$ cat src/rtl/lph_pkg.sv
package lph_pkg;

    localparam int KEY_W       = 31;
    localparam int OPC_W       = 2;
    localparam int STATUS_W    = 2;
    localparam int BUCKET_W    = 4;
    localparam int BUCKETS_DEF = 16;
    localparam int Q_DEPTH     = 2;

    localparam logic [OPC_W-1:0] OPC_INSERT = 2'd0;
    localparam logic [OPC_W-1:0] OPC_SEARCH = 2'd1;
    localparam logic [OPC_W-1:0] OPC_DELETE = 2'd2;

    typedef enum logic [1:0] {
        OP_INSERT,
        OP_SEARCH,
        OP_DELETE,
        OP_NONE
    } t_op;

    typedef enum logic [1:0] {
        MARK_EMPTY = 2'd0,
        MARK_USED  = 2'd1,
        MARK_GONE  = 2'd2
    } t_mark;

    typedef enum logic [STATUS_W-1:0] {
        ST_DONE     = 2'd0,
        ST_PRESENT  = 2'd1,
        ST_NOTFOUND = 2'd2,
        ST_FULL     = 2'd3
    } t_status;

    typedef struct packed {
        t_op              op;
        logic [KEY_W-1:0] key;
    } t_cmd;

    typedef struct packed {
        t_mark            mark;
        logic [KEY_W-1:0] key;
    } t_slot;

    typedef enum logic [1:0] {
        F_IDLE,
        F_MUL,
        F_REM,
        F_PUSH
    } t_fstate;

    typedef enum logic [1:0] {
        B_CLEAR,
        B_IDLE,
        B_PROBE,
        B_FIN
    } t_bstate;

endpackage

$ cat src/rtl/lph_front.sv
module lph_front import lph_pkg::*; #(
    parameter int BUCKETS = BUCKETS_DEF
) (
    input  logic                       i_clk,
    input  logic                       i_rst_n,
    input  logic                       i_valid,
    input  logic [OPC_W-1:0]           i_opcode,
    input  logic [KEY_W-1:0]           i_key,
    input  logic                       i_full,
    output logic                       o_busy,
    output logic                       o_push,
    output t_cmd                       o_cmd,
    output logic [$clog2(BUCKETS)-1:0] o_home
);

    localparam int BW = $clog2(BUCKETS);
    localparam int SH = KEY_W + BW;
    localparam int QW = KEY_W + 32 - SH;
    localparam logic [31:0] RECIP =
        32'(((64'd1 << SH) + 64'(BUCKETS - 1)) / 64'(BUCKETS));
    localparam logic [BW:0] MOD = (BW + 1)'(BUCKETS);

    t_fstate             r_state, n_state;
    t_op                 r_op;
    logic [KEY_W-1:0]    r_key;
    logic [QW-1:0]       r_quo;
    logic [BW-1:0]       r_rem, n_rem;
    logic [KEY_W+31:0]   prod;
    logic [KEY_W-1:0]    qm;
    t_op                 dec_op;

    always_comb begin
        case (i_opcode)
            OPC_INSERT: dec_op = OP_INSERT;
            OPC_SEARCH: dec_op = OP_SEARCH;
            OPC_DELETE: dec_op = OP_DELETE;
            default:    dec_op = OP_NONE;
        endcase
    end

    // quotient by reciprocal multiply, exact for any 31-bit key
    always_comb begin
        prod  = (KEY_W + 32)'(r_key) * (KEY_W + 32)'(RECIP);
        qm    = KEY_W'(r_quo) * KEY_W'(MOD);
        n_rem = BW'(r_key - qm);
    end

    always_comb begin
        n_state = r_state;
        case (r_state)
            F_IDLE: begin
                if (i_valid) n_state = F_MUL;
            end
            F_MUL: begin
                n_state = F_REM;
            end
            F_REM: begin
                n_state = F_PUSH;
            end
            F_PUSH: begin
                if (!i_full) n_state = F_IDLE;
            end
            default: n_state = F_IDLE;
        endcase
    end

    always_comb begin
        o_busy = (r_state != F_IDLE);
        o_push = (r_state == F_PUSH) && !i_full;
    end

    always_ff @(posedge i_clk) begin
        if (!i_rst_n) begin
            r_state <= F_IDLE;
        end else begin
            r_state <= n_state;
        end
    end

    always_ff @(posedge i_clk) begin
        if (r_state == F_IDLE && i_valid) begin
            r_op  <= dec_op;
            r_key <= i_key;
        end
        if (r_state == F_MUL) r_quo <= prod[KEY_W+31:SH];
        if (r_state == F_REM) r_rem <= n_rem;
    end

    assign o_cmd.op  = r_op;
    assign o_cmd.key = r_key;
    assign o_home    = r_rem;

endmodule

$ cat src/rtl/lph_fifo.sv
module lph_fifo import lph_pkg::*; #(
    parameter int DW    = 1,
    parameter int DEPTH = Q_DEPTH
) (
    input  logic          i_clk,
    input  logic          i_rst_n,
    input  logic          i_push,
    input  logic [DW-1:0] i_data,
    output logic          o_full,
    output logic          o_empty,
    input  logic          i_pop,
    output logic [DW-1:0] o_data
);

    localparam int AW = (DEPTH > 1) ? $clog2(DEPTH) : 1;
    localparam logic [AW:0] CNT_FULL = (AW + 1)'(DEPTH);

    logic [DW-1:0] r_mem [DEPTH];
    logic [AW-1:0] r_wp;
    logic [AW-1:0] r_rp;
    logic [AW:0]   r_cnt;
    logic          do_push;
    logic          do_pop;

    assign o_full  = (r_cnt == CNT_FULL);
    assign o_empty = (r_cnt == '0);
    assign do_push = i_push && !o_full;
    assign do_pop  = i_pop && !o_empty;
    assign o_data  = r_mem[r_rp];

    always_ff @(posedge i_clk) begin
        if (!i_rst_n) begin
            r_wp  <= '0;
            r_rp  <= '0;
            r_cnt <= '0;
        end else begin
            if (do_push) r_wp <= r_wp + 1'b1;
            if (do_pop)  r_rp <= r_rp + 1'b1;
            if (do_push && !do_pop) begin
                r_cnt <= r_cnt + 1'b1;
            end else if (do_pop && !do_push) begin
                r_cnt <= r_cnt - 1'b1;
            end
        end
    end

    always_ff @(posedge i_clk) begin
        if (do_push) r_mem[r_wp] <= i_data;
    end

endmodule

$ cat src/rtl/lph_back.sv
module lph_back import lph_pkg::*; #(
    parameter int BUCKETS = BUCKETS_DEF
) (
    input  logic                       i_clk,
    input  logic                       i_rst_n,
    input  logic                       i_empty,
    input  t_cmd                       i_cmd,
    input  logic [$clog2(BUCKETS)-1:0] i_home,
    output logic                       o_pop,
    output logic                       o_clearing,
    output logic                       o_empty,
    input  logic                       i_pop,
    output logic [STATUS_W-1:0]        o_status,
    output logic [BUCKET_W-1:0]        o_bucket
);

    localparam int BW = $clog2(BUCKETS);
    localparam logic [BW-1:0] LAST = BW'(BUCKETS - 1);

    function automatic logic [BW-1:0] nxt(input logic [BW-1:0] b);
        nxt = (b == LAST) ? '0 : b + 1'b1;
    endfunction

    t_slot            r_slot [BUCKETS];
    t_slot            r_rd;

    t_bstate          r_state, n_state;
    logic [BW-1:0]    r_clr;
    t_op              r_op;
    logic [KEY_W-1:0] r_key;
    logic [BW-1:0]    r_pend;
    logic [BW-1:0]    r_next;
    logic [BW-1:0]    r_cnt;
    logic             r_found;
    logic [BW-1:0]    r_hit;
    logic             r_free_ok;
    logic [BW-1:0]    r_free;

    logic             r_out_valid;
    t_status          r_status;
    logic [BUCKET_W-1:0] r_bucket;

    logic             hit;
    logic             stop;
    logic             out_free;
    logic             fin_go;
    logic             mem_we;
    logic [BW-1:0]    mem_wa;
    t_slot            mem_wd;
    logic [BW-1:0]    rd_addr;
    t_status          res_status;
    logic [BW-1:0]    res_bkt;
    logic [BW+BUCKET_W-1:0] bkt_ext;

    assign hit      = (r_rd.mark == MARK_USED) && (r_rd.key == r_key);
    assign stop     = hit || (r_rd.mark == MARK_EMPTY) || (r_cnt == LAST);
    assign out_free = !r_out_valid || i_pop;

    always_comb begin
        n_state = r_state;
        case (r_state)
            B_CLEAR: begin
                if (r_clr == LAST) n_state = B_IDLE;
            end
            B_IDLE: begin
                if (!i_empty) n_state = B_PROBE;
            end
            B_PROBE: begin
                if (stop) n_state = B_FIN;
            end
            B_FIN: begin
                if (out_free) n_state = B_IDLE;
            end
            default: n_state = B_IDLE;
        endcase
    end

    always_comb begin
        o_pop      = (r_state == B_IDLE) && !i_empty;
        o_clearing = (r_state == B_CLEAR);
        fin_go     = (r_state == B_FIN) && out_free;
        rd_addr    = (r_state == B_IDLE) ? i_home : r_next;
        res_status = ST_NOTFOUND;
        res_bkt    = '0;
        mem_we     = 1'b0;
        mem_wa     = r_clr;
        mem_wd     = '{mark: MARK_EMPTY, key: '0};
        case (r_op)
            OP_INSERT: begin
                if (r_found) begin
                    res_status = ST_PRESENT;
                end else if (r_free_ok) begin
                    res_status = ST_DONE;
                    res_bkt    = r_free;
                    mem_wa     = r_free;
                    mem_wd     = '{mark: MARK_USED, key: r_key};
                    mem_we     = fin_go;
                end else begin
                    res_status = ST_FULL;
                end
            end
            OP_SEARCH: begin
                if (r_found) begin
                    res_status = ST_DONE;
                    res_bkt    = r_hit;
                end
            end
            OP_DELETE: begin
                if (r_found) begin
                    res_status = ST_DONE;
                    res_bkt    = r_hit;
                    mem_wa     = r_hit;
                    mem_wd     = '{mark: MARK_GONE, key: r_key};
                    mem_we     = fin_go;
                end
            end
            default: res_status = ST_NOTFOUND;
        endcase
        if (r_state == B_CLEAR) begin
            mem_we = 1'b1;
            mem_wa = r_clr;
            mem_wd = '{mark: MARK_EMPTY, key: '0};
        end
    end

    assign bkt_ext = (BW + BUCKET_W)'(res_bkt);

    always_ff @(posedge i_clk) begin
        if (mem_we) r_slot[mem_wa] <= mem_wd;
        r_rd <= r_slot[rd_addr];
    end

    always_ff @(posedge i_clk) begin
        if (!i_rst_n) begin
            r_state     <= B_CLEAR;
            r_clr       <= '0;
            r_out_valid <= 1'b0;
        end else begin
            r_state <= n_state;
            if (r_state == B_CLEAR) r_clr <= r_clr + 1'b1;
            if (fin_go) begin
                r_out_valid <= 1'b1;
            end else if (i_pop) begin
                r_out_valid <= 1'b0;
            end
        end
    end

    always_ff @(posedge i_clk) begin
        if (o_pop) begin
            r_op      <= i_cmd.op;
            r_key     <= i_cmd.key;
            r_pend    <= i_home;
            r_next    <= nxt(i_home);
            r_cnt     <= '0;
            r_found   <= 1'b0;
            r_free_ok <= 1'b0;
        end else if (r_state == B_PROBE) begin
            if (!r_free_ok && r_rd.mark != MARK_USED) begin
                r_free_ok <= 1'b1;
                r_free    <= r_pend;
            end
            if (hit) begin
                r_found <= 1'b1;
                r_hit   <= r_pend;
            end
            r_pend <= r_next;
            r_next <= nxt(r_next);
            r_cnt  <= r_cnt + 1'b1;
        end
        if (fin_go) begin
            r_status <= res_status;
            r_bucket <= bkt_ext[BUCKET_W-1:0];
        end
    end

    assign o_empty  = !r_out_valid;
    assign o_status = r_status;
    assign o_bucket = r_bucket;

endmodule

$ cat src/rtl/linear_probe_hash_table.sv
// channel   direction  handshake            fields
// request   in         i_push / o_full      i_opcode[1:0], i_key[30:0]
// result    out        o_empty / i_pop      o_status[1:0], o_bucket[3:0]
//
// Front: key mod BUCKETS by reciprocal multiply, in a quotient and a remainder state,
// then a push state that waits while the queue is full; o_full is high until the front
// is idle, so it takes no new request before the last is queued. Back: one probe per
// cycle from the slot memory read port, at most BUCKETS probes per request, then a
// finish state waiting for a free result register. Reset clears every slot; o_full is
// high. A held result stalls only the back; the front runs until its queue fills.
module linear_probe_hash_table import lph_pkg::*; #(
    parameter int BUCKETS = BUCKETS_DEF
) (
    input  logic                i_clk,
    input  logic                i_rst_n,
    input  logic                i_push,
    output logic                o_full,
    input  logic [OPC_W-1:0]    i_opcode,
    input  logic [KEY_W-1:0]    i_key,
    output logic                o_empty,
    input  logic                i_pop,
    output logic [STATUS_W-1:0] o_status,
    output logic [BUCKET_W-1:0] o_bucket
);

    localparam int BW = $clog2(BUCKETS);
    localparam int CW = $bits(t_cmd);
    localparam int DW = BW + CW;

    logic          fe_busy;
    logic          fe_push;
    t_cmd          fe_cmd;
    logic [BW-1:0] fe_home;
    logic          q_full;
    logic          q_empty;
    logic          q_pop;
    logic [DW-1:0] q_data;
    t_cmd          q_cmd;
    logic [BW-1:0] q_home;
    logic          clearing;
    logic          in_ok;

    assign o_full = fe_busy || clearing;
    assign in_ok  = i_push && !o_full;

    lph_front #(
        .BUCKETS (BUCKETS)
    ) u_front (
        .i_clk    (i_clk),
        .i_rst_n  (i_rst_n),
        .i_valid  (in_ok),
        .i_opcode (i_opcode),
        .i_key    (i_key),
        .i_full   (q_full),
        .o_busy   (fe_busy),
        .o_push   (fe_push),
        .o_cmd    (fe_cmd),
        .o_home   (fe_home)
    );

    lph_fifo #(
        .DW    (DW),
        .DEPTH (Q_DEPTH)
    ) u_fifo (
        .i_clk   (i_clk),
        .i_rst_n (i_rst_n),
        .i_push  (fe_push),
        .i_data  ({fe_home, fe_cmd}),
        .o_full  (q_full),
        .o_empty (q_empty),
        .i_pop   (q_pop),
        .o_data  (q_data)
    );

    assign q_cmd  = t_cmd'(q_data[CW-1:0]);
    assign q_home = q_data[DW-1 -: BW];

    lph_back #(
        .BUCKETS (BUCKETS)
    ) u_back (
        .i_clk      (i_clk),
        .i_rst_n    (i_rst_n),
        .i_empty    (q_empty),
        .i_cmd      (q_cmd),
        .i_home     (q_home),
        .o_pop      (q_pop),
        .o_clearing (clearing),
        .o_empty    (o_empty),
        .i_pop      (i_pop),
        .o_status   (o_status),
        .o_bucket   (o_bucket)
    );

    a_bucket_zero: assert property (@(posedge i_clk) disable iff (!i_rst_n)
        (!o_empty && o_status != ST_DONE) |-> (o_bucket == '0))
        else $error("nonzero bucket on a failed request");

    a_queue_push: assert property (@(posedge i_clk) disable iff (!i_rst_n)
        fe_push |-> !q_full)
        else $error("front pushed into a full queue");

    a_queue_pop: assert property (@(posedge i_clk) disable iff (!i_rst_n)
        q_pop |-> (!q_empty && !clearing))
        else $error("back popped an empty queue or popped while clearing");

    a_clear_quiet: assert property (@(posedge i_clk) disable iff (!i_rst_n)
        clearing |-> (o_empty && q_empty))
        else $error("activity during clearing pass");

endmodule

$ cat config.mk
export PLATFORM = sky130hd
export DESIGN_NAME = linear_probe_hash_table
export DESIGN_NICKNAME = d
export VERILOG_FILES = /design/src/rtl/lph_pkg.sv /design/src/rtl/lph_front.sv /design/src/rtl/lph_fifo.sv /design/src/rtl/lph_back.sv /design/src/rtl/linear_probe_hash_table.sv
export SDC_FILE = /design/constraint.sdc
export NUM_CORES = 1
export LEC_CHECK = 0
export BUFFER_PORTS_ARGS = -buffer_cell sky130_fd_sc_hd__clkbuf_2
export CAP_MARGIN = 20
export CELL_PAD_IN_SITES_DETAIL_PLACEMENT = 0
export CELL_PAD_IN_SITES_GLOBAL_PLACEMENT = 1
export CORE_MARGIN = 2
export CORE_UTILIZATION = 55
export DETAILED_ROUTE_END_ITERATION = 12
export PLACE_DENSITY = 0.86
export SLEW_MARGIN = 20
export SYNTH_ARGS = -nofsm -noshare
export SYNTH_HDL_FRONTEND = slang
export SYNTH_HIERARCHICAL = 1
export SYNTH_SLANG_ARGS = --single-unit
export TNS_END_PERCENT = 50
$ cat constraint.sdc
create_clock -name i_clk -period 4 [get_ports i_clk]
set_input_delay 0.8 -clock i_clk [delete_from_list [all_inputs] [get_ports i_clk]]
set_output_delay 0.8 -clock i_clk [all_outputs]
set_load 0.005 [all_outputs]
==> impl_metrics.tcl, run 1 <==
set metrics [dict create \
    status "completed" \
    stdcell_area_um2 32100 \
    arrival_ps 3590 \
    hold_depth 1 \
    powerDensity_nw_per_um2 479 \
    synth_top_flop_cell "edfxtp_1" \
    synthAdderAreaFrac 0.00747 \
    dr.pass1.iters 5 \
    synth_top_family_by_area "multiplexers" \
    vias 13700 \
    cap_violations 0 \
    final_common_cell "edfxtp_1" \
    drive_gt1_frac 0.249 \
    gp_congestion 0.814 \
    fin_crit_ps 3180 \
    p_int_mw 12.4 \
    seqCellArea_um2 21900 \
    die_area_um2 53600 \
    multi_input_area_um2 6320 \
    r2r-start "u_back/r_state[1]" \
    timing.final.crit_share 0.794 \
    grt_pass1_wl_mm 86.5 \
    netlist_area_um2 28500 \
    ys_warn_count 6 \
    synth_async_sr_flop_share 0 \
    placed_cells 2120 \
    nets 1567 \
    cts-buffers-inserted 71 \
    share_seq_of_total_power 0.560 \
    synth-xor-area-share 0.0129 \
    finalHoldViolations 0 \
    grt.total_usage 0.221 \
    slew_headroom 0.251 \
    cp-end-kind "register" \
    clock_power_share 0.425 \
    portBuffers 44 \
    final_cell_mix "694 x edfxtp_1, 132 x mux4_2, 77 x nand2_1" \
    power_switching_mw 2.93 \
    drtAntennaViolNets 0 \
    grt_pass1_vias 14000 \
    crit_path_start_kind "register" \
    worst_pin_slew_ps 1110 \
    netlist-cell-type-count 52 \
    fin_util 0.625 \
    finalSetupViolCount 0 \
    grt_max_degree 67 \
    die_w_um 232 \
    root_buffer "clkbuf_16" \
    worstRegToRegCells 9 \
    crit_type "register to register" \
    post-route-drc-count 0 \
    start_util 0.555 \
    cts.htree.levels 3 \
    cts_tree "built" \
    ys_seq_area_frac 0.769 \
    cts_buffer_depth 3 \
    place_ws_ps 704 \
    post_cts.repair.setup_buffers 0 \
    core_um2 51300 \
    yosys.area_share.simple 0.0437 \
    syn_to_final_growth_pct 12.6 \
    ioPinCount 45 \
    antenna_cells 0 \
    worstPathMaxFanout 18 \
    p_comb_frac 0.015 \
    fin_skew_ps 25.9 \
    fillCellCount 3410 \
    postCtsResizedCells 0 \
    clk_latency_ps 610 \
    first_iter_violations 1365 \
    grt_overflow 0 \
    fmax_mhz 315 \
    required_ps 4420 \
    synth-compound-area-share 0.0272 \
    setup_ws_ps 825 \
    antenna_found_initial 0 \
    r2r_setup_slack_ps 820 \
    cts_sinks 747 \
    viasPerCell 6.09 \
    wl_per_cell_um 25.7 \
    hold_class "primary input to register" \
    synth-seq-cells 747 \
    core.rowCount 83 \
    rsz0062_at_grt "no" \
    ctsHoldBuffers 0 \
    synth.area.mux_share 0.124 \
    slew_viol_final 0 \
    clk_pin_slew_worst_paths_ps 60 \
    holdPathEnd "u_front/r_key[0]" \
    dp_hpwl_mm 31.2 \
    placed_area_um2 29800 \
    hold_ws_ps 373 \
    syn-num-nets 1478 \
    fin_cells 2249 \
    synth_edf_count 694 \
    hp-start "i_key[0]" \
    syn_inst 1424 \
    worst_r2r_endpoint "u_back/r_rd[6]" \
    p_total_mw 15.3 \
    drt-total-wl_mm 57.8 \
    dieHeight_um 232 \
    leakage_nw 10.9 \
    peakVddDrop_mv 0.408 \
    avgSynthCellArea_um2 20.0 \
    switching_share 0.191 \
    setup_tns_ps 0 \
]
-- worst max-delay path, cell delays in order, from the launching register on --
cell      delay (ps)
dfxtp_1          350
inv_1            110
ha_1             290
buf_4            260
mux2i_4          600
buf_4            410
mux4_2           380
and2_1           170
a211oi_1         320
a31oi_1          100
-- final cells by class --
| class | instances | area share |
|---|---|---|
| inverter | 14 | 0.00164 |
| clock buffer | 97 | 0.0613 |
| multi-input combinational | 594 | 0.197 |
| tap | 680 | 0.0265 |
| sequential | 747 | 0.683 |
| clock inverter | 32 | 0.00932 |
| timing repair buffer | 85 | 0.0211 |
-- power groups by stage --
stage | clock [mW] | sequential, mW | combinational [mW]
final | 6.53 | 8.59 | 0.229
after global routing | 6.91 | 8.59 | 0.243
after CTS | 6.63 | 8.59 | 0.231
after detailed placement | 0 | 8.75 | 0.229
after global placement | 0 | 8.75 | 0.222
after floorplan | 0 | 8.75 | 0.112
-- worst max-delay path by stage --
stage / startpoint / endpoint / slack [ps] / depth (start not counted)
2_1_floorplan: u_back/r_state[0] / u_back/r_slot[13][0] / 510 / 8
3_3_place_gp: i_pop / u_back/r_slot[3][15] / 810 / 7
3_5_place_dp: i_pop / u_back/r_slot[2][19] / 700 / 7
4_1_cts: u_back/r_state[1] / u_back/r_rd[6] / 870 / 9
5_1_grt: u_back/r_state[1] / u_back/r_rd[6] / 690 / 9
6_report: u_back/r_state[1] / u_back/r_rd[6] / 820 / 9
-- sequential cells by signal, indices dropped and copies added, names as in the netlist, 2 cells and up, named ones only --
name             flops
u_back/r_state       2
u_back/r_free        4
u_back/r_next        4
u_front/r_op         2
u_front/r_key       31
u_back/r_pend        4
u_back/r_hit         4
u_back/r_clr         4
u_back/r_op          2
u_back/o_status      2
u_back/r_rd         33
u_front/o_home       4
u_back/r_slot      528
u_back/r_cnt         4
u_back/r_key        31
u_back/o_bucket      4
u_fifo/r_mem        74
u_fifo/r_cnt         2
u_front/r_state      2
-- routing by layer --
metal / vias to the layer above / global-route usage / share of wire
met5: - / 0 / 0
met4: 0 / 0.0695 / 0.027
met3: 102 / 0.0498 / 0.085
met2: 604 / 0.354 / 0.50
met1: 7117 / 0.306 / 0.39
li1: 5880 / - / -
-- cell families (layout without fill, tap and decap cells) --
| group | after synthesis | count (layout) |
|---|---|---|
| flops | 747 | 747 |
| xor+xnor | 42 | 42 |
| buf+inv | 83 | 228 |
| mux | 182 | 182 |
| simple gates | 239 | 239 |
| compound gates | 114 | 114 |
| fa+ha+maj | 17 | 17 |
-- synthesized netlist by cell type, drive strengths merged (3+ instances only) --
master | n | area [um2]
nand4b | 4 | 35.0
xnor2 | 37 | 324
a211oi | 34 | 255
or2 | 4 | 25.0
edfxtp | 694 | 20800
and2 | 71 | 445
mux2 | 43 | 484
a211o | 3 | 26.3
a21oi | 16 | 80.1
nand3 | 16 | 80.1
mux4 | 132 | 2970
nand4 | 16 | 100
xor2 | 5 | 43.8
nor4 | 3 | 18.8
o21ai | 6 | 30.0
dfxtp | 53 | 1060
ha | 17 | 213
nand2b | 4 | 25.0
a31oi | 37 | 231
nor2 | 26 | 97.6
nor2b | 7 | 43.8
a21o | 5 | 37.5
inv | 14 | 52.6
nand3b | 4 | 30.0
mux2i | 7 | 86.3
buf | 30 | 245
nand2 | 77 | 289
clkbuf | 39 | 146
Note: power is estimated with default switching activity, not from simulation.
==> run 2: changes to the inputs <==
--- a/config.mk
+++ b/config.mk
@@ -5,12 +5,13 @@
 export SDC_FILE = /design/constraint.sdc
 export NUM_CORES = 1
 export LEC_CHECK = 0
+export ABC_AREA = 1
 export BUFFER_PORTS_ARGS = -buffer_cell sky130_fd_sc_hd__clkbuf_2
 export CAP_MARGIN = 20
 export CELL_PAD_IN_SITES_DETAIL_PLACEMENT = 0
 export CELL_PAD_IN_SITES_GLOBAL_PLACEMENT = 1
 export CORE_MARGIN = 2
-export CORE_UTILIZATION = 55
+export CORE_UTILIZATION = 52
 export DETAILED_ROUTE_END_ITERATION = 12
 export PLACE_DENSITY = 0.86
 export SLEW_MARGIN = 20
==> constraint.sdc (replaced) <==
create_clock -name i_clk -period 3 [get_ports i_clk]
set_input_delay 0.6 -clock i_clk [delete_from_list [all_inputs] [get_ports i_clk]]
set_output_delay 0.6 -clock i_clk [all_outputs]
set_load 0.005 [all_outputs]
==> impl_metrics.tcl, run 2 <==
set metrics [dict create \
    portBuffers 44 \
    synth_edf_count 694 \
    ys_seq_area_frac 0.728 \
    largest_register_ffs 528 \
    gp_congestion 0.851 \
    required_ps 3310 \
    viasPerCell 5.47 \
    netlist-cell-type-count 39 \
    p_comb_frac 0.276 \
    wl_per_cell_um 20.0 \
    powerDensity_nw_per_um2 903 \
    grt_max_degree 111 \
    ys_warn_count 6 \
    cts-buffers-inserted 71 \
    post-route-drc-count 0 \
    synth_common_cells "694 x edfxtp_1, 350 x inv_1, 297 x nand2_1" \
    cp-end-kind "register" \
    cts_buffer_depth 3 \
    fin_util 0.601 \
    slew_headroom 0.303 \
    switching_share 0.324 \
    leakage_nw 12.9 \
    synth-seq-cells 747 \
    grt_pass1_vias 17400 \
    antenna_cells 0 \
    syn_inst 2362 \
    cts.htree.levels 3 \
    synth_top_flop_cell "edfxtp_1" \
    syn-num-nets 2416 \
    root_buffer "clkbuf_16" \
    avgSynthCellArea_um2 12.7 \
    status "completed" \
    finalHoldViolations 0 \
    clk_pin_slew_worst_paths_ps 60 \
    dr.pass1.iters 6 \
    drtAntennaViolNets 0 \
    nets 2528 \
    cts_sinks 747 \
    hold_depth 1 \
    grt_pass1_wl_mm 99.5 \
    p_int_mw 21.1 \
    dp_hpwl_mm 40.9 \
    timing.final.crit_share 0.916 \
    netlist_area_um2 30100 \
    rsz0062_at_grt "no" \
    peakVddDrop_mv 0.603 \
    fin_crit_ps 2750 \
    first_iter_violations 1835 \
    finalSetupViolCount 0 \
    final_cell_mix "694 x edfxtp_1, 349 x inv_1, 297 x nand2_1" \
    reg.largest.list "u_back/r_slot (528), u_fifo/r_mem (74), u_back/r_rd (33)" \
    grt.total_usage 0.220 \
    p_total_mw 31.2 \
    clock_power_share 0.294 \
    fin_skew_ps 27.5 \
    cts_tree "built" \
    slew_viol_final 0 \
    core.rowCount 88 \
    power_switching_mw 10.1 \
    synth_most_common_cell "edfxtp_1" \
    share_seq_of_total_power 0.429 \
    hold_ws_ps 159 \
    largest-register "u_back/r_slot" \
    die_area_um2 59800 \
    cap_violations 0 \
    synth_area_leaders "edfxtp_1 69%, inv_1 4.4%, nand2_1 3.7%" \
    worstRegToRegCells 11 \
    crit_path_start_kind "register" \
    syn_to_final_growth_pct 14.7 \
    yosys.area.top_type "edfxtp_1" \
    synth_async_sr_flop_share 0 \
    drt-total-wl_mm 65.9 \
    antenna_found_initial 1 \
    worst_pin_slew_ps 1040 \
    ioPinCount 45 \
    arrival_ps 3050 \
    die_w_um 245 \
    synth_top_area_frac 0.692 \
    vias 18000 \
    grt_overflow 0 \
    clk_latency_ps 630 \
    start_util 0.524 \
    crit_type "register to register" \
    hold_class "primary input to register" \
    final_common_cell "edfxtp_1" \
    worstPathMaxFanout 20 \
    dieHeight_um 245 \
    fmax_mhz 364 \
    drive_gt1_frac 0.136 \
    core_um2 57500 \
]
-- run 2: cell types whose count changed after synthesis, sizes merged, moves of 33 or more --
cell    change
a211oi     -33
a21oi     +135
a31oi      -35
and2       -71
buf        +63
inv       +337
mux4      -132
nand2     +223
nand3     +202
nor2       +52
o211ai    +131
o21ai     +151
-- run 2: cells by family after synthesis --
| logic type | share of synthesized area |
|---|---|
| flops | 0.728 |
| simple gates | 0.0879 |
| buf+inv | 0.0678 |
| compound gates | 0.0863 |
| mux | 0.0176 |
| xor+xnor | 0.00582 |
| fa+ha+maj | 0.00707 |
-- run 2: repair_timing --
item | CTS | global route
endpoints found under the setup margin | 0 | 97
buffers inserted | 0 | 2
gates resized for setup | 0 | 2
hold buffers | 0 | 0
-- run 2: final timing paths --
check               startpoint               endpoint  slack (ps)
max reg2reg  u_back/r_state[0]  u_back/r_slot[13][19]         250
max          u_back/r_state[0]  u_back/r_slot[13][19]         250
min reg2reg  u_front/r_key[12]    u_fifo/r_mem[1][12]         450
min                  i_key[10]      u_front/r_key[10]         160
-- run 2: through the flow --
stage	std cells	setup TNS (ps)	setup slack, ps	instance area [um2]
2_1_floorplan	2362	-247190	-528	30100
4_1_cts	3290	0	166	34500
3_5_place_dp	3163	0	176	32100
3_3_place_gp	3163	0	226	32100
5_1_grt	3293	0	20.5	34500
6_report	3293	0	253	34500
-- run 2: layer usage --
layer / up-vias / wire, um / track usage
met1: 8608 / 26900 / 0.299
met2: 739 / 31000 / 0.350
met5: - / 8 / 0
met4: 2 / 1800 / 0.0777
met3: 129 / 6210 / 0.0504
li1: 8524 / - / -
-- run 2: area by class of cell --
type	count	area (um2)
tap	765	957
timing repair buffer	162	1580
clock inverter	38	467
clock buffer	89	1940
fill	4294	23000
inverter	352	1320
multi-input combinational	1140	6350
sequential	747	21900
-- run 2: worst max-delay path, stage by stage, from the launching register on --
cell      delay [ps]
dfxtp_1          400
inv_1            110
ha_1             230
inv_1             90
nand2_1           80
a211oi_2         290
o21ai_0          160
buf_4            160
nor2_1           140
nand2_1          270
nor2_4           270
buf_12           230
-- run 2: power groups by stage --
| stage | clock [mW] | combinational, mW | sequential (mW) |
|---|---|---|---|
| floorplan | 0 | 5.55 | 13.4 |
| global placement | 0 | 8.33 | 13.5 |
| detailed placement | 0 | 8.48 | 13.6 |
| CTS | 9.31 | 8.56 | 13.4 |
| global route | 9.69 | 9.46 | 13.5 |
| finish | 9.18 | 8.61 | 13.4 |
==> run 3: changes to the inputs <==
--- a/config.mk
+++ b/config.mk
@@ -11,9 +11,9 @@
 export CELL_PAD_IN_SITES_DETAIL_PLACEMENT = 0
 export CELL_PAD_IN_SITES_GLOBAL_PLACEMENT = 1
 export CORE_MARGIN = 2
-export CORE_UTILIZATION = 52
+export CORE_UTILIZATION = 56
 export DETAILED_ROUTE_END_ITERATION = 12
-export PLACE_DENSITY = 0.86
+export PLACE_DENSITY = 0.91
 export SLEW_MARGIN = 20
 export SYNTH_ARGS = -nofsm -noshare
 export SYNTH_HDL_FRONTEND = slang
==> constraint.sdc (replaced) <==
create_clock -name i_clk -period 3.4 [get_ports i_clk]
set_input_delay 0.68 -clock i_clk [delete_from_list [all_inputs] [get_ports i_clk]]
set_output_delay 0.68 -clock i_clk [all_outputs]
set_load 0.005 [all_outputs]
==> impl_metrics.tcl, run 3 (same netlist as run 2, synthesis figures left out) <==
set metrics [dict create \
    viasPerCell 5.69 \
    finalHoldViolations 0 \
    reg.largest.list "u_back/r_slot (528), u_fifo/r_mem (74), u_back/r_rd (33)" \
    r2r_setup_slack_ps 250 \
    dieHeight_um 236 \
    setup.worst_path.end "u_back/r_slot[2][13]" \
    hold_ws_ps 246 \
    rsz0062_at_grt "no" \
    largest_register_ffs 528 \
    post-route-drc-count 0 \
    ioPinCount 45 \
    cts_tree "built" \
    r2r-start "u_back/r_op[0]" \
    crit_type "register to register" \
    drtAntennaViolNets 0 \
    fmax_mhz 318 \
    start_util 0.569 \
    slew_headroom 0.303 \
    cts.htree.levels 3 \
    wl_per_cell_um 20.3 \
    antenna_found_initial 0 \
    crit_path_start_kind "register" \
    arrival_ps 3390 \
    final_common_cell "edfxtp_1" \
    required_ps 3640 \
    fin_skew_ps 23.6 \
    worstRegToRegCells 7 \
    nets 2488 \
    cts_sinks 747 \
    first_iter_violations 2169 \
    peakVddDrop_mv 0.483 \
    cts_buffer_depth 3 \
    core.rowCount 84 \
    root_buffer "clkbuf_16" \
    clk_latency_ps 610 \
    hold_class "primary input to register" \
    stdcell_area_um2 33900 \
    worst_r2r_endpoint "u_back/r_slot[2][13]" \
    grt_max_degree 103 \
    cts-buffers-inserted 72 \
    slew_viol_final 0 \
    worst_pin_slew_ps 1040 \
    cp-end-kind "register" \
    die_area_um2 55600 \
    portBuffers 44 \
    grt_overflow 0 \
    drive_gt1_frac 0.119 \
    die_w_um 236 \
    placed_area_um2 31500 \
    timing.final.crit_share 0.926 \
    grt_pass1_vias 17700 \
    grt.total_usage 0.234 \
    syn_to_final_growth_pct 12.5 \
    final_cell_mix "694 x edfxtp_1, 349 x inv_1, 297 x nand2_1" \
    status "completed" \
    leakage_nw 12.6 \
    grt_pass1_wl_mm 99.9 \
    dp_hpwl_mm 36.8 \
    clk_pin_slew_worst_paths_ps 60 \
    dr.pass1.iters 5 \
    core_um2 52900 \
    ctsHoldBuffers 0 \
    finalSetupViolCount 0 \
    gp_congestion 0.846 \
    vias 18100 \
    fillCellCount 3638 \
    largest-register "u_back/r_slot" \
    antenna_cells 0 \
    fin_crit_ps 3150 \
    cp-startpoint "u_back/r_op[0]" \
    powerDensity_nw_per_um2 788 \
    drt-total-wl_mm 64.7 \
    worstPathMaxFanout 16 \
    cap_violations 0 \
]
==> run 3: changes by cell type in the layout (fill, tap and decap cells not counted) <==
| cell | previous run | this run |
|---|---|---|
| clkinv_8 | 2 | 0 |
| clkbuf_1 | 11 | 18 |
| clkbuf_16 | 73 | 77 |
| clkinvlp_4 | 0 | 5 |
| inv_16 | 2 | 0 |
| buf_12 | 38 | 22 |
| clkbuf_8 | 5 | 4 |
| clkinv_1 | 8 | 14 |
| clkinv_2 | 16 | 7 |
| clkinv_4 | 1 | 2 |
| nor2_4 | 20 | 19 |
| bufinv_16 | 9 | 5 |
| buf_4 | 80 | 56 |
| inv_6 | 1 | 2 |
==> run 3: worst min-delay path by stage <==
stage | startpoint | endpoint | slack [ps] | cells after the start
after floorplan | u_back/r_pend[0] | u_back/r_free[0] | 420 | 0
after global placement | u_front/o_home[1] | u_fifo/r_mem[0][34] | 430 | 0
after detailed placement | u_front/r_key[19] | u_fifo/r_mem[1][19] | 430 | 0
after CTS | i_key[29] | u_front/r_key[29] | 220 | 1
after global routing | i_key[2] | u_front/r_key[2] | 230 | 1
final | i_key[3] | u_front/r_key[3] | 250 | 1
==> run 3: per-layer routing <==
layer  up-vias  global-route usage  share of wire
met2       799               0.382           0.49
met3       140              0.0357          0.076
met1      8712               0.317           0.40
met4         0              0.0967          0.033
met5         -                   0              0
li1       8455                   -              -
==> run 3: area by class of cell <==
cell class,instances,area [um2],area share
clock buffers,99,2050,0.0605
clock inverters,34,307,0.00905
inverters,352,1320,0.0390
multi-input cells,1139,6340,0.187
flip-flops and latches,747,21900,0.647
well taps,688,861,0.0254
repair buffers,122,1080,0.0319
==> run 3: timing repair <==
item,CTS,global route
setup buffers,0,0
setup endpoints to repair,0,60
gates resized for setup,0,1
hold endpoints to repair,0,0
==> run 3: where the power goes <==
part           total (mW)  switching [mW]  internal [mW]  leakage, nW
combinational        6.98            4.80           2.17         4.48
clock                7.92            3.30           4.62         1.14
sequential           11.8           0.427           11.4         6.95
==> run 3: per-stage QoR <==
stage	util	power [mW]	TNS [ps]	setup slack (ps)	std cells
after floorplan	-	16.7	-54140	-128	2362
after global placement	0.595	18.6	0	401	3045
after detailed placement	0.595	18.8	0	236	3045
after CTS	0.640	26.8	0	213	3178
after global routing	0.641	28.0	0	81.3	3181
final	0.641	26.7	0	252	3181
==> run 3: worst max-delay path, cell delays in order (launching register included) <==
cell,delay [ps]
edfxtp_1,410
inv_1,110
ha_1,290
inv_1,120
o21ai_0,280
inv_1,470
buf_12,320
nor2_1,780
